===== config.mk =====
export PLATFORM = sky130hd
export DESIGN_NAME = swipe_gesture_detector
export DESIGN_NICKNAME = d
export VERILOG_FILES = /design/src/hw/rtl/swd_pkg.sv /design/src/hw/rtl/swd_match.sv /design/src/hw/rtl/swipe_gesture_detector.sv
export VERILOG_INCLUDE_DIRS = /design/src /design/src/hw/rtl
export SDC_FILE = /design/constraint.sdc
export NUM_CORES = 2
export LEC_CHECK = 0
export ABC_AREA = 0
export ABC_CLOCK_PERIOD_IN_PS = 23700
export BUFFER_PORTS_ARGS = -buffer_cell sky130_fd_sc_hd__buf_2
export CELL_PAD_IN_SITES_DETAIL_PLACEMENT = 1
export CELL_PAD_IN_SITES_GLOBAL_PLACEMENT = 1
export CORE_MARGIN = 10
export CORE_UTILIZATION = 23
export CTS_CLUSTER_DIAMETER = 100
export DETAILED_ROUTE_END_ITERATION = 10
export HOLD_SLACK_MARGIN = 0.1
export MAX_ROUTING_LAYER = met4
export PLACE_DENSITY_LB_ADDON = 0.1
export SYNTH_ARGS = -nofsm -noshare
export SYNTH_HDL_FRONTEND = slang
export SYNTH_SLANG_ARGS = --single-unit

===== constraint.sdc =====
create_clock -name i_clk -period 23.7 [get_ports i_clk]
set_input_delay 1.185 -clock i_clk [delete_from_list [all_inputs] [get_ports i_clk]]
set_output_delay 1.185 -clock i_clk [all_outputs]
set_load 0.1 [all_outputs]

===== src/hw/rtl/swipe_gesture_detector_assert.svh =====
// Assertion macros used by the swipe detector RTL.
`ifndef SWIPE_GESTURE_DETECTOR_ASSERT_SVH
`define SWIPE_GESTURE_DETECTOR_ASSERT_SVH

// Checks a consequence in the same cycle as its cause.
`define SWD_ASSERT_SAME(label, clk, rst_n, cause, effect) \
    label: assert property (@(posedge clk) disable iff (!rst_n) (cause) |-> (effect)) \
        else $error("swipe detector check failed");

// Checks a consequence in the cycle after its cause.
`define SWD_ASSERT_NEXT(label, clk, rst_n, cause, effect) \
    label: assert property (@(posedge clk) disable iff (!rst_n) (cause) |=> (effect)) \
        else $error("swipe detector check failed");

`endif


===== src/hw/rtl/swd_pkg.sv =====
package swd_pkg;

    localparam int KIND_W       = 2;
    localparam int CODE_W       = 16;
    localparam int DELTA_W      = 16;
    localparam int ACC_W        = 32;
    localparam int CFG_W        = 64;
    localparam int CFG_IDX_W    = 3;
    localparam int CNT_W        = 3;
    localparam int PACKED_CODES = 4;
    localparam int AXIS_W       = 2;
    localparam int BIND_W       = AXIS_W + 1;
    localparam int PARAM_W      = 16;

    localparam logic [KIND_W-1:0] KIND_RELEASE = 2'd0;
    localparam logic [KIND_W-1:0] KIND_MOTION  = 2'd1;

    localparam logic [CFG_IDX_W-1:0] REG_THRESHOLD  = 3'd0;
    localparam logic [CFG_IDX_W-1:0] REG_IDLE_TO    = 3'd1;
    localparam logic [CFG_IDX_W-1:0] REG_THROTTLE   = 3'd2;
    localparam logic [CFG_IDX_W-1:0] REG_PASS       = 3'd3;
    localparam logic [CFG_IDX_W-1:0] REG_AXIS_CODES = 3'd4;
    localparam logic [CFG_IDX_W-1:0] REG_AXIS_COUNT = 3'd5;

    localparam logic [PARAM_W-1:0] THRESHOLD_RST = 16'd100;
    localparam logic [PARAM_W-1:0] IDLE_TO_RST   = 16'd300;
    localparam logic [PARAM_W-1:0] THROTTLE_RST  = 16'd0;

    typedef struct packed {
        logic              hit;
        logic [AXIS_W-1:0] axis;
    } t_match;

endpackage


===== src/hw/rtl/swd_match.sv =====
module swd_match import swd_pkg::*; #(
    parameter int NUM_LANES = 4
) (
    input  logic [CODE_W-1:0]              i_code,
    input  logic [PACKED_CODES*CODE_W-1:0] i_axis_codes,
    input  logic [CNT_W-1:0]               i_axis_count,
    output t_match                         o_match
);

    logic [CNT_W-1:0] w_limit;

    // Scanning from the top down leaves the lowest matching axis in place.
    always_comb begin
        w_limit = (i_axis_count > CNT_W'(NUM_LANES)) ? CNT_W'(NUM_LANES) : i_axis_count;
        o_match = '0;
        for (int i = NUM_LANES - 1; i >= 0; i--) begin
            if ((CNT_W'(i) < w_limit) && (i_axis_codes[i*CODE_W +: CODE_W] == i_code)) begin
                o_match.hit  = 1'b1;
                o_match.axis = AXIS_W'(i);
            end
        end
    end

endmodule


===== src/hw/rtl/swipe_gesture_detector.sv =====
// Channel   Dir  Width         Contents
// s_axis    in   tuser 2       event kind
//                tdata 80      event code, motion delta, timestamp
// m_axis    out  tdata 24      fired, fire binding, forward flag, output delta
// cfg       in   idx 3, 64     one register write per cycle with i_cfg_we
//
// Each event goes through an input register and the combinational compute logic into the
// result register, so the block takes one event per cycle while the output is not stalled.
// The per-axis accumulate, peak and fire logic sits in that compute logic.
// Synchronous active-low reset clears the axis state, the lock, the timestamps
// and loads the register defaults.
// A stalled output holds its result while one more event waits in the input register.
`include "swipe_gesture_detector_assert.svh"

module swipe_gesture_detector import swd_pkg::*; #(
    parameter int NUM_AXES   = 4,
    parameter int TIME_WIDTH = 48
) (
    input  logic                 i_clk,
    input  logic                 i_rst_n,
    input  logic                 i_cfg_we,
    input  logic [CFG_IDX_W-1:0] i_cfg_idx,
    input  logic [CFG_W-1:0]     i_cfg_data,
    input  logic                 s_axis_tvalid,
    output logic                 s_axis_tready,
    // event_kind
    input  logic [KIND_W-1:0]    s_axis_tuser,
    // event_code, motion_delta, timestamp_ms, zero fill
    input  logic [((CODE_W + DELTA_W + TIME_WIDTH + 7) / 8) * 8 - 1:0] s_axis_tdata,
    output logic                 m_axis_tvalid,
    input  logic                 m_axis_tready,
    // fired, fire_binding, forward_event, out_delta, zero fill
    output logic [23:0]          m_axis_tdata
);

    localparam int LANES    = (NUM_AXES < PACKED_CODES) ? NUM_AXES : PACKED_CODES;
    localparam int OUT_BITS = 1 + BIND_W + 1 + DELTA_W;
    localparam int OUT_W    = 24;

    function automatic logic [ACC_W-1:0] mag32(input logic [ACC_W-1:0] v);
        return v[ACC_W-1] ? (~v + ACC_W'(1)) : v;
    endfunction

    function automatic logic [ACC_W:0] mag33(input logic [ACC_W:0] v);
        return v[ACC_W] ? (~v + (ACC_W+1)'(1)) : v;
    endfunction

    // Configuration registers
    logic [PARAM_W-1:0]             r_threshold;
    logic [PARAM_W-1:0]             r_idle_to;
    logic [PARAM_W-1:0]             r_throttle;
    logic                           r_pass;
    logic [PACKED_CODES*CODE_W-1:0] r_axis_codes;
    logic [CNT_W-1:0]               r_axis_count;

    // Input stage
    logic                  r_in_valid;
    logic [KIND_W-1:0]     r_in_kind;
    logic [CODE_W-1:0]     r_in_code;
    logic [DELTA_W-1:0]    r_in_delta;
    logic [TIME_WIDTH-1:0] r_in_time;

    // Detector state
    logic [LANES-1:0][ACC_W-1:0] r_accum, n_accum;
    logic [LANES-1:0][ACC_W-1:0] r_peak, n_peak;
    logic                        r_locked, n_locked;
    logic [TIME_WIDTH-1:0]       r_last_event, n_last_event;
    logic [TIME_WIDTH-1:0]       r_last_fire, n_last_fire;

    // Result register
    logic               r_out_valid;
    logic               r_out_fired, n_out_fired;
    logic [BIND_W-1:0]  r_out_bind, n_out_bind;
    logic               r_out_fwd, n_out_fwd;
    logic [DELTA_W-1:0] r_out_delta, n_out_delta;

    logic                  w_adv;
    logic                  w_go;
    logic                  w_take;
    t_match                w_match;
    logic                  w_motion;
    logic [TIME_WIDTH-1:0] w_idle_gap;
    logic [TIME_WIDTH-1:0] w_fire_gap;
    logic                  w_idle_clr;
    logic                  w_thr_clr;
    logic                  w_clr;
    logic                  w_locked_eff;
    logic [ACC_W-1:0]      w_acc_sel;
    logic [ACC_W-1:0]      w_peak_sel;
    logic [ACC_W-1:0]      w_delta_ext;
    logic [ACC_W:0]        w_sum;
    logic [ACC_W-1:0]      w_acc_sat;
    logic [ACC_W:0]        w_pull;
    logic [ACC_W-1:0]      w_acc_new;
    logic [ACC_W-1:0]      w_peak_new;
    logic                  w_fire;
    logic                  w_peak_ok;

    assign w_adv         = !r_out_valid || m_axis_tready;
    assign s_axis_tready = !r_in_valid || w_adv;
    assign w_take        = s_axis_tvalid && s_axis_tready;
    assign w_go          = r_in_valid && w_adv;

    swd_match #(
        .NUM_LANES (LANES)
    ) u_match (
        .i_code       (r_in_code),
        .i_axis_codes (r_axis_codes),
        .i_axis_count (r_axis_count),
        .o_match      (w_match)
    );

    assign w_motion = (r_in_kind == KIND_MOTION) && w_match.hit;

    // The idle check runs first; the throttle check sees the lock it leaves.
    assign w_idle_gap   = r_in_time - r_last_event;
    assign w_fire_gap   = r_in_time - r_last_fire;
    assign w_idle_clr   = (r_last_event != '0) && (w_idle_gap > TIME_WIDTH'(r_idle_to));
    assign w_thr_clr    = r_locked && !w_idle_clr && (r_throttle != '0) &&
                          (w_fire_gap >= TIME_WIDTH'(r_throttle));
    assign w_clr        = w_idle_clr || w_thr_clr;
    assign w_locked_eff = r_locked && !w_clr;

    always_comb begin
        w_acc_sel  = '0;
        w_peak_sel = '0;
        for (int i = 0; i < LANES; i++) begin
            if (!w_clr && (w_match.axis == AXIS_W'(i))) begin
                w_acc_sel  = r_accum[i];
                w_peak_sel = r_peak[i];
            end
        end
    end

    assign w_delta_ext = {{(ACC_W-DELTA_W){r_in_delta[DELTA_W-1]}}, r_in_delta};
    assign w_sum       = {w_acc_sel[ACC_W-1], w_acc_sel} + {w_delta_ext[ACC_W-1], w_delta_ext};

    always_comb begin
        if (w_sum[ACC_W] != w_sum[ACC_W-1]) begin
            w_acc_sat = w_sum[ACC_W] ? {1'b1, {(ACC_W-1){1'b0}}} : {1'b0, {(ACC_W-1){1'b1}}};
        end else begin
            w_acc_sat = w_sum[ACC_W-1:0];
        end
    end

    assign w_pull = {w_peak_sel[ACC_W-1], w_peak_sel} - {w_acc_sat[ACC_W-1], w_acc_sat};

    // A pull-back of half the threshold from the peak restarts the run at the delta.
    always_comb begin
        if (r_in_delta == '0) begin
            w_acc_new  = w_acc_sel;
            w_peak_new = w_peak_sel;
        end else if (mag32(w_acc_sat) > mag32(w_peak_sel)) begin
            w_acc_new  = w_acc_sat;
            w_peak_new = w_acc_sat;
        end else if (mag33(w_pull) >= (ACC_W+1)'(r_threshold[PARAM_W-1:1])) begin
            w_acc_new  = w_delta_ext;
            w_peak_new = w_delta_ext;
        end else begin
            w_acc_new  = w_acc_sat;
            w_peak_new = w_peak_sel;
        end
    end

    assign w_fire = w_motion && !w_locked_eff && (mag32(w_acc_new) >= ACC_W'(r_threshold));

    always_comb begin
        n_accum      = r_accum;
        n_peak       = r_peak;
        n_locked     = r_locked;
        n_last_event = r_last_event;
        n_last_fire  = r_last_fire;
        n_out_fired  = 1'b0;
        n_out_bind   = '0;
        n_out_fwd    = 1'b1;
        n_out_delta  = r_in_delta;
        if (r_in_kind == KIND_RELEASE) begin
            n_accum  = '0;
            n_peak   = '0;
            n_locked = 1'b0;
        end else if (w_motion) begin
            n_last_event = r_in_time;
            n_out_fwd    = r_pass;
            if (!r_pass) begin
                n_out_delta = '0;
            end
            if (w_fire) begin
                n_accum     = '0;
                n_peak      = '0;
                n_locked    = 1'b1;
                n_last_fire = r_in_time;
                n_out_fired = 1'b1;
                n_out_bind  = {w_match.axis, !w_acc_new[ACC_W-1] && (w_acc_new != '0)};
            end else begin
                n_locked = w_locked_eff;
                for (int i = 0; i < LANES; i++) begin
                    if (w_match.axis == AXIS_W'(i)) begin
                        n_accum[i] = w_acc_new;
                        n_peak[i]  = w_peak_new;
                    end else if (w_clr) begin
                        n_accum[i] = '0;
                        n_peak[i]  = '0;
                    end
                end
            end
        end
    end

    always_ff @(posedge i_clk) begin
        if (!i_rst_n) begin
            r_threshold  <= THRESHOLD_RST;
            r_idle_to    <= IDLE_TO_RST;
            r_throttle   <= THROTTLE_RST;
            r_pass       <= 1'b0;
            r_axis_codes <= '0;
            r_axis_count <= '0;
        end else if (i_cfg_we) begin
            case (i_cfg_idx)
                REG_THRESHOLD:  r_threshold  <= i_cfg_data[PARAM_W-1:0];
                REG_IDLE_TO:    r_idle_to    <= i_cfg_data[PARAM_W-1:0];
                REG_THROTTLE:   r_throttle   <= i_cfg_data[PARAM_W-1:0];
                REG_PASS:       r_pass       <= i_cfg_data[0];
                REG_AXIS_CODES: r_axis_codes <= i_cfg_data[PACKED_CODES*CODE_W-1:0];
                REG_AXIS_COUNT: r_axis_count <= i_cfg_data[CNT_W-1:0];
                default: begin
                end
            endcase
        end
    end

    always_ff @(posedge i_clk) begin
        if (!i_rst_n) begin
            r_in_valid   <= 1'b0;
            r_out_valid  <= 1'b0;
            r_accum      <= '0;
            r_peak       <= '0;
            r_locked     <= 1'b0;
            r_last_event <= '0;
            r_last_fire  <= '0;
        end else begin
            if (w_take) begin
                r_in_valid <= 1'b1;
            end else if (w_go) begin
                r_in_valid <= 1'b0;
            end
            if (w_go) begin
                r_out_valid  <= 1'b1;
                r_accum      <= n_accum;
                r_peak       <= n_peak;
                r_locked     <= n_locked;
                r_last_event <= n_last_event;
                r_last_fire  <= n_last_fire;
            end else if (m_axis_tready) begin
                r_out_valid <= 1'b0;
            end
        end
    end

    always_ff @(posedge i_clk) begin
        if (w_take) begin
            r_in_kind  <= s_axis_tuser;
            r_in_code  <= s_axis_tdata[CODE_W-1:0];
            r_in_delta <= s_axis_tdata[CODE_W +: DELTA_W];
            r_in_time  <= s_axis_tdata[CODE_W + DELTA_W +: TIME_WIDTH];
        end
        if (w_go) begin
            r_out_fired <= n_out_fired;
            r_out_bind  <= n_out_bind;
            r_out_fwd   <= n_out_fwd;
            r_out_delta <= n_out_delta;
        end
    end

    assign m_axis_tvalid = r_out_valid;
    assign m_axis_tdata  = {{(OUT_W-OUT_BITS){1'b0}}, r_out_delta, r_out_fwd, r_out_bind,
                            r_out_fired};

    // Every accumulator stays within the magnitude of its own peak.
    always_comb begin
        w_peak_ok = 1'b1;
        for (int i = 0; i < LANES; i++) begin
            if (mag32(r_accum[i]) > mag32(r_peak[i])) begin
                w_peak_ok = 1'b0;
            end
        end
    end

    `SWD_ASSERT_SAME(a_peak_bounds_accum, i_clk, i_rst_n, 1'b1, w_peak_ok)
    `SWD_ASSERT_NEXT(a_fire_locks_and_clears, i_clk, i_rst_n, w_go && w_fire,
                     r_locked && (r_accum == '0) && (r_peak == '0))
    `SWD_ASSERT_NEXT(a_input_held_on_stall, i_clk, i_rst_n, r_in_valid && !w_adv, r_in_valid)
    `SWD_ASSERT_SAME(a_fire_obeys_pass, i_clk, i_rst_n, r_out_valid && r_out_fired,
                     r_out_fwd == r_pass)
    `SWD_ASSERT_SAME(a_fire_axis_in_range, i_clk, i_rst_n, r_out_valid && r_out_fired,
                     r_out_bind[BIND_W-1:1] < AXIS_W'(LANES - 1) ||
                     r_out_bind[BIND_W-1:1] == AXIS_W'(LANES - 1))

endmodule

# After elaboration in Yosys (flattened, before gate mapping)
# Cells that the tools add are included.
# classes
add_sub_neg	8
reduce_logical	57
n_eq_ne	14
magnitude_cmp	10
mux	51
bitwise_logic	7
# ops
cell	n
$mux W32	28
$mux W128	6
$add A32 B1 Y32 const B	3
$not A32 Y32	3
$sub A48 B48 Y48	2
$eq A16 B16 Y1	4
$ge A48 B16 Y1	1
$gt A48 B16 Y1	1
$mux W16	3
$reduce_bool A48 Y1	1
$add A32 B16 Y33	1
$add A33 B1 Y33 const B	1
$ge A33 B15 Y1	1
$mux W33	1
$not A33 Y33	1
$sub A32 B32 Y33	1
$ge A32 B16 Y1	1
$gt A32 B32 Y1	1
$reduce_bool A32 Y1	1
$logic_and A1 B1 Y1	19
$logic_not A16 Y1	1
$reduce_bool A16 Y1	1
$reduce_bool A4 Y1	4
$mux W3	5
other kinds (21)	56
# totals
word_cells	174
output_inout_bits	26
register_bits	574

# Depth between registers and ports, before layout
# logic_depth
word_depth	33
ltp_mapped	105
mapped_depth_nobuf	95

# By module
# From an unflattened synthesis, not the netlist that was laid out.
# unflattened
cells_unflattened	5111
area_unflattened_um2	41131.9
# modules_own_cells
module	instances	seq_area_each_um2	cells_each	area_per_inst_um2
swipe_gesture_detector	1	12522.0	5012	40370.0
swd_match	1	0.0	99	762.0

# Worst setup path before layout
# Ideal clock, no wire load.
# synth_path
kind	register to register
from	reg r_in_time[0]
to	reg r_accum[123] in the netlist's numbering
setup_ns	0.061
path_buffers	8
path_stages_with_launch	97
t_arrival_ns	19.317
path_slack_ns	4.322
required_ns	23.639
cell_sequence	edfxtp_1 -> inv_1 -> ha_1 -> inv_1 -> fa_1 -> a211oi_1 -> o21ai_0 -> a31oi_1 -> o21bai_1 -> xor2_1 -> ha_1 -> and4_1 -> and3_1 -> a221oi_1 -> o211ai_1 -> o31a_1 -> nor4b_1 -> nand4_1 -> (+61 left out) -> a21o_1 -> a21o_1 -> a21oi_1 -> nor2b_1 -> o21ai_0 -> a21o_1 -> a21oi_1 -> o311ai_0 -> nand2_1 -> a221oi_1 -> o2111ai_1 -> a311oi_1 -> nand4_1 -> nor4_4 -> a211oi_4 -> o41ai_4 -> buf_6 -> a22o_1
# synth_between
elab_chain_len	33
elab_cells_between_ends	56
# synth_lines
item	line	source
from (decl)	swipe_gesture_detector.sv:61	logic [TIME_WIDTH-1:0] r_in_time;
from (signal assigned)	swipe_gesture_detector.sv:264	r_in_time <= s_axis_tdata[CODE_W + DELTA_W +: TIME_WIDTH];
$sub A48 B48 Y48	swipe_gesture_detector.sv:116	assign w_idle_gap = r_in_time - r_last_event;
$gt A48 B16 Y1	swipe_gesture_detector.sv:118	assign w_idle_clr = (r_last_event != '0) && (w_idle_gap > TIME_WIDTH'(r_idle_to));
$logic_and A1 B1 Y1	swipe_gesture_detector.sv:118	
$logic_not A1 Y1	swipe_gesture_detector.sv:119	assign w_thr_clr = r_locked && !w_idle_clr && (r_throttle != '0) &&
$logic_and A1 B1 Y1 (3 in a row)	swipe_gesture_detector.sv:119	
$logic_or A1 B1 Y1 *	swipe_gesture_detector.sv:121	assign w_clr = w_idle_clr || w_thr_clr;
$logic_not A1 Y1	swipe_gesture_detector.sv:122, swipe_gesture_detector.sv:128	
$logic_and A1 B1 Y1	swipe_gesture_detector.sv:128	if (!w_clr && (w_match.axis == AXIS_W'(i))) begin
(+15 left out)	n/a	
$not A32 Y32	swipe_gesture_detector.sv:41	return v[ACC_W-1] ? (~v + ACC_W'(1)) : v;
$add A32 B1 Y32	swipe_gesture_detector.sv:41	
$mux W32	swipe_gesture_detector.sv:41	
$ge A32 B16 Y1	swipe_gesture_detector.sv:165	assign w_fire = w_motion && !w_locked_eff && (mag32(w_acc_new) >= ACC_W'(r_threshold));
$logic_and A1 B1 Y1	swipe_gesture_detector.sv:165	
$mux W128	swipe_gesture_detector.sv:187	if (w_fire) begin
$mux W128	swipe_gesture_detector.sv:181	end else if (w_motion) begin
$mux W128	swipe_gesture_detector.sv:177	if (r_in_kind == KIND_RELEASE) begin
to (signal assigned)	swipe_gesture_detector.sv:248	r_accum <= n_accum;
to (decl)	swipe_gesture_detector.sv:64	logic [LANES-1:0][ACC_W-1:0] r_accum, n_accum;
# Mark *: on every way between the ends. The rest lies on a longest branch, timed or not. The select of a mux whose other input is x is not followed.
# A chain may end at the register's enable or synchronous reset.

# Final worst setup path
# layout_path
from	reg r_in_time[6]
to	reg r_peak[38] in the netlist's numbering
# layout_between
elab_chain_len	33
elab_cells_between_ends	59
# layout_lines
item	line	source
$sub A48 B48 Y48	swipe_gesture_detector.sv:116	
$gt A48 B16 Y1	swipe_gesture_detector.sv:118	
$logic_and A1 B1 Y1	swipe_gesture_detector.sv:118	
$logic_not A1 Y1	swipe_gesture_detector.sv:119	
$logic_and A1 B1 Y1 (3 in a row)	swipe_gesture_detector.sv:119	
$logic_or A1 B1 Y1 *	swipe_gesture_detector.sv:121	
$logic_not A1 Y1	swipe_gesture_detector.sv:122, swipe_gesture_detector.sv:128	
$logic_and A1 B1 Y1	swipe_gesture_detector.sv:128	
(+15 left out)	n/a	
$not A32 Y32	swipe_gesture_detector.sv:41	
$add A32 B1 Y32	swipe_gesture_detector.sv:41	
$mux W32	swipe_gesture_detector.sv:41	
$ge A32 B16 Y1	swipe_gesture_detector.sv:165	
$logic_and A1 B1 Y1	swipe_gesture_detector.sv:165	
$mux W128	swipe_gesture_detector.sv:187	
$mux W128	swipe_gesture_detector.sv:181	
$mux W128	swipe_gesture_detector.sv:177	
to (signal assigned)	swipe_gesture_detector.sv:249	r_peak <= n_peak;
to (decl)	swipe_gesture_detector.sv:65	logic [LANES-1:0][ACC_W-1:0] r_peak, n_peak;
# Marked as above.

==> results.md <==
- Mean Syn Cell Area: 8.33 µm²
- Number of antenna violations at the first check in global routing: 5
- Final instance area: 0.0464 mm²
- Peak per-stage delay on the critical path: 0.63 ns
- Synth Area in Compound Gates: 0.276
- Final worst-path cycle share: 0.923
- Post-synth top flop: dfxtp_1
- Die W: 438 µm
- Number of global-route vias before repair: 39700
- Area Growth Syn to Fin: 15.3%
- Main area contributors after synthesis: dfxtp_1, ha_1, edfxtp_1
- Slew HR: 0.208
- Final setup TNS: 0 ns
- FMAX: 45.7 MHz
- Psw: 2.32 mW
- GP Congestion: 0.879
- Gate Count Post-Synth: 4831
- Dpl cell area: 0.0437 mm²
- Clock network power share: 0.243
- Final worst slack: 1.82 ns
- Leakage power total: 17.4 nW
- Starting Density: 0.231
- Hold Startpoint: r_last_fire[28]$_SDFFE_PN0P_
- Clock latency on the worst-skew pair: 0.72 ns
- Top Metal Used: met4
- Reg2Reg Setup Slack: 1.82 ns
- Flop pwr share: 0.216
- Max-cap violations: 0
- Mux contribution to synthesized area: 0.0338
- Status: complete, no violations
- Min-Delay Endpoint: r_last_fire[28]$_SDFFE_PN0P_
- Worst reg-to-reg path cell count: 94
- Yosys reg bits: 574
- Synth top area share: 0.234
- Ports: 180
- Post-synth cell types: 115
- Worst r2r src: r_in_time[6]$_DFFE_PP_
- HPWL Detailed: 144000 µm
- Die ar.: 0.192 mm²
- Final Setup Violations: 0
- Crit-path max FO: 19
- Kind of critical path: flop to flop
- Critical path endpoint category: flop
- Top post-synthesis cells by count: nand2_1, dfxtp_1, a21oi_1
- Core Util, Final: 0.267
- FP Rows: 153
- Share of cells above drive strength 1: 0.102
- Int Pwr: 2.51 mW
- Ys Warns: 0
- Worst r2r dst: r_peak[38]$_SDFFE_PN0P_
- Total length of routed met2 wires: 90100 µm
- Vias/cell: 5.18
- Deepest clock path buffer count: 3
- H-tree Lvls: 3
- Vias: 37900
- Cts bufs inserted: 77
- Die height: 438 µm
- Routed met3 length: 4900 µm
- Hold Crit Class: flop to flop
- Critical Path Most Common Cell: a21o_1
- Pin count of the biggest net entering global routing: 176
- Post-Place Cells: 7173
- Iteration-0 DRC Markers: 2171
- Final net count: 5347
- I/O Buffers: 176
- Area leader, netlist: dfxtp_1
- Layout Cells excl Fill: 7319
- Drt total wl: 185000 µm
- Met1 wire length: 85300 µm
- Min Tclk post-route: 21.88 ns
- Fin. Hold Viols: 0
- WL/cell: 25.3 µm
- Synth Area in Simple Gates: 0.188
- First-pass GRT wire length: 273000 µm
- Synthesized cell area: 0.0402 mm²
- Clk_skew: 0.0473 ns
- Post-Place Worst Slack: -0.132 ns
- DR pass1 iterations: 5
- CTS clk-pin slew, worst paths: 0.06 ns
- Largest family of logic cells by synthesized area: compound AO/OA/AOI/OAI gates
- Power per cell area: 104 mW/mm²
- WP data arrival: 22.50 ns
- CP Launch Type: flop
- Worst hold stages: 2
- Crit-path leading delay family: compound AO/OA/AOI/OAI gates
- Sw Ratio: 0.480
- EDFF count, synth: 103
- Worst slew pin tran: 1.18 ns
- Total global-route track usage: 0.191
- Seq/Total Area, Yosys: 0.311
- Total gr overflow: 0
- Buf/Inv on CP: 5
- CTS tree: done
- Asr flop ratio synth: 0
- TritonCTS Sinks: 574
- Adder-Cell Fraction of Synth Area: 0.0826
- Clock root buffer: clkbuf_16
- Crit-path slowest cell: or4_1
- Pins Over Slew Limit: 0
- Most frequent cell after synthesis: nand2_1
- Drt drc: 0
- Max VDD drop: 59.2 µV
- Routed Antenna Nets: 0
- Post-synthesis xor/xnor area fraction: 0.0557
- RSZ-0062 raised after global routing: no
- Combinational share of power: 0.541
- Core area: 0.174 mm²
- CP Data Required Time: 24.32 ns
[layout by cell type (no fill, tap or decap), types with 81 or more instances in the layout]
master	Yosys	layout
nor3_1	87	83
buf_4	6	107
xnor2_1	140	139
edfxtp_1	103	103
xor2_1	114	114
dfxtp_1	471	471
o21ai_0	205	200
a21oi_1	301	300
o2bb2ai_1	152	152
inv_1	227	227
mux2i_1	128	128
nor2_1	277	276
buf_2	13	176
nor4_1	84	81
a21boi_0	131	131
nand2_1	635	632
a22o_1	126	126
ha_1	259	259
nor2b_1	99	98
nand4_1	97	97
[flip-flops by register name, indices dropped and copies added, names as in the netlist, 16 cells and up]
signal / count
r_accum: 128
r_axis_codes: 64
r_idle_to: 16
r_in_code: 16
r_in_delta: 16
r_in_time: 48
r_last_event: 48
r_last_fire: 48
r_out_delta: 16
r_peak: 128
r_threshold: 16
r_throttle: 16
[power groups by stage]
| stage | clock, mW | sequential (mW) | combinational (mW) |
|---|---|---|---|
| after floorplan | 0 | 1.06 | 1.58 |
| after global placement | 0 | 1.06 | 2.61 |
| after detailed placement | 0 | 1.06 | 2.58 |
| after CTS | 1.22 | 1.04 | 2.60 |
| after global routing | 1.26 | 1.05 | 2.83 |
| final | 1.17 | 1.04 | 2.61 |
[worst reg2reg max path, delay by kind of cell (launching register included)]
| family | cells | cell delay (ns) |
|---|---|---|
| AO/OA/AOI/OAI | 52 | 10.32 |
| flip-flops | 1 | 0.50 |
| AND/OR/NAND/NOR | 27 | 7.00 |
| XOR/XNOR | 3 | 0.52 |
| adder cells (fa/ha/maj) | 7 | 2.17 |
| buffers and inverters | 5 | 1.30 |
[metrics by stage]
step           power, mW  hold WS [ns]
2_1_floorplan       2.64         0.427
3_3_place_gp        3.67         0.439
3_5_place_dp        3.65         0.442
4_1_cts             4.86         0.459
5_1_grt             5.13         0.472
6_report            4.82         0.455
[final cells by class]
type | instances | area (µm²)
clock buffer | 108 | 2180
fill | 20600 | 127000
tap | 2325 | 2910
sequential | 574 | 12500
inverter | 229 | 860
antenna | 2 | 5.00
multi-input combinational | 3758 | 25800
clock inverter | 33 | 334
timing repair buffer | 290 | 1780
[repair_timing]
action	4_1_cts	5_1_grt
pin swaps	0	3
gates resized for setup	1	20
cloned	0	0
setup endpoints to repair	185	309
buffers inserted	0	3
hold buffers	0	0
[per-layer routing]
metal  GRT usage  vias up
li1            -    18100
met1       0.241    19000
met2       0.324      581
met3      0.0183      173
met4      0.0515        0
met5           -        -
[cell families after synthesis]
| kind of cell | Yosys count |
|---|---|
| other cells | 1 |
| fa+ha+maj | 263 |
| simple gates | 1569 |
| mux | 135 |
| xor+xnor | 255 |
| compound gates | 1533 |
| buf+inv | 501 |
| flops | 574 |
[how the worst max path moves through the flow]
| stage | start | end | cells after the start |
|---|---|---|---|
| after floorplan | r_in_time[0]$_DFFE_PP_ | r_accum[123]$_SDFFE_PN0P_ | 96 |
| after global placement | r_in_time[0]$_DFFE_PP_ | r_peak[60]$_SDFFE_PN0P_ | 91 |
| after detailed placement | r_in_time[0]$_DFFE_PP_ | r_peak[50]$_SDFFE_PN0P_ | 92 |
| after CTS | r_in_time[0]$_DFFE_PP_ | r_peak[50]$_SDFFE_PN0P_ | 92 |
| after global routing | r_in_time[6]$_DFFE_PP_ | r_peak[55]$_SDFFE_PN0P_ | 91 |
| final | r_in_time[6]$_DFFE_PP_ | r_peak[38]$_SDFFE_PN0P_ | 94 |
Power figures use the tool's default switching activity.
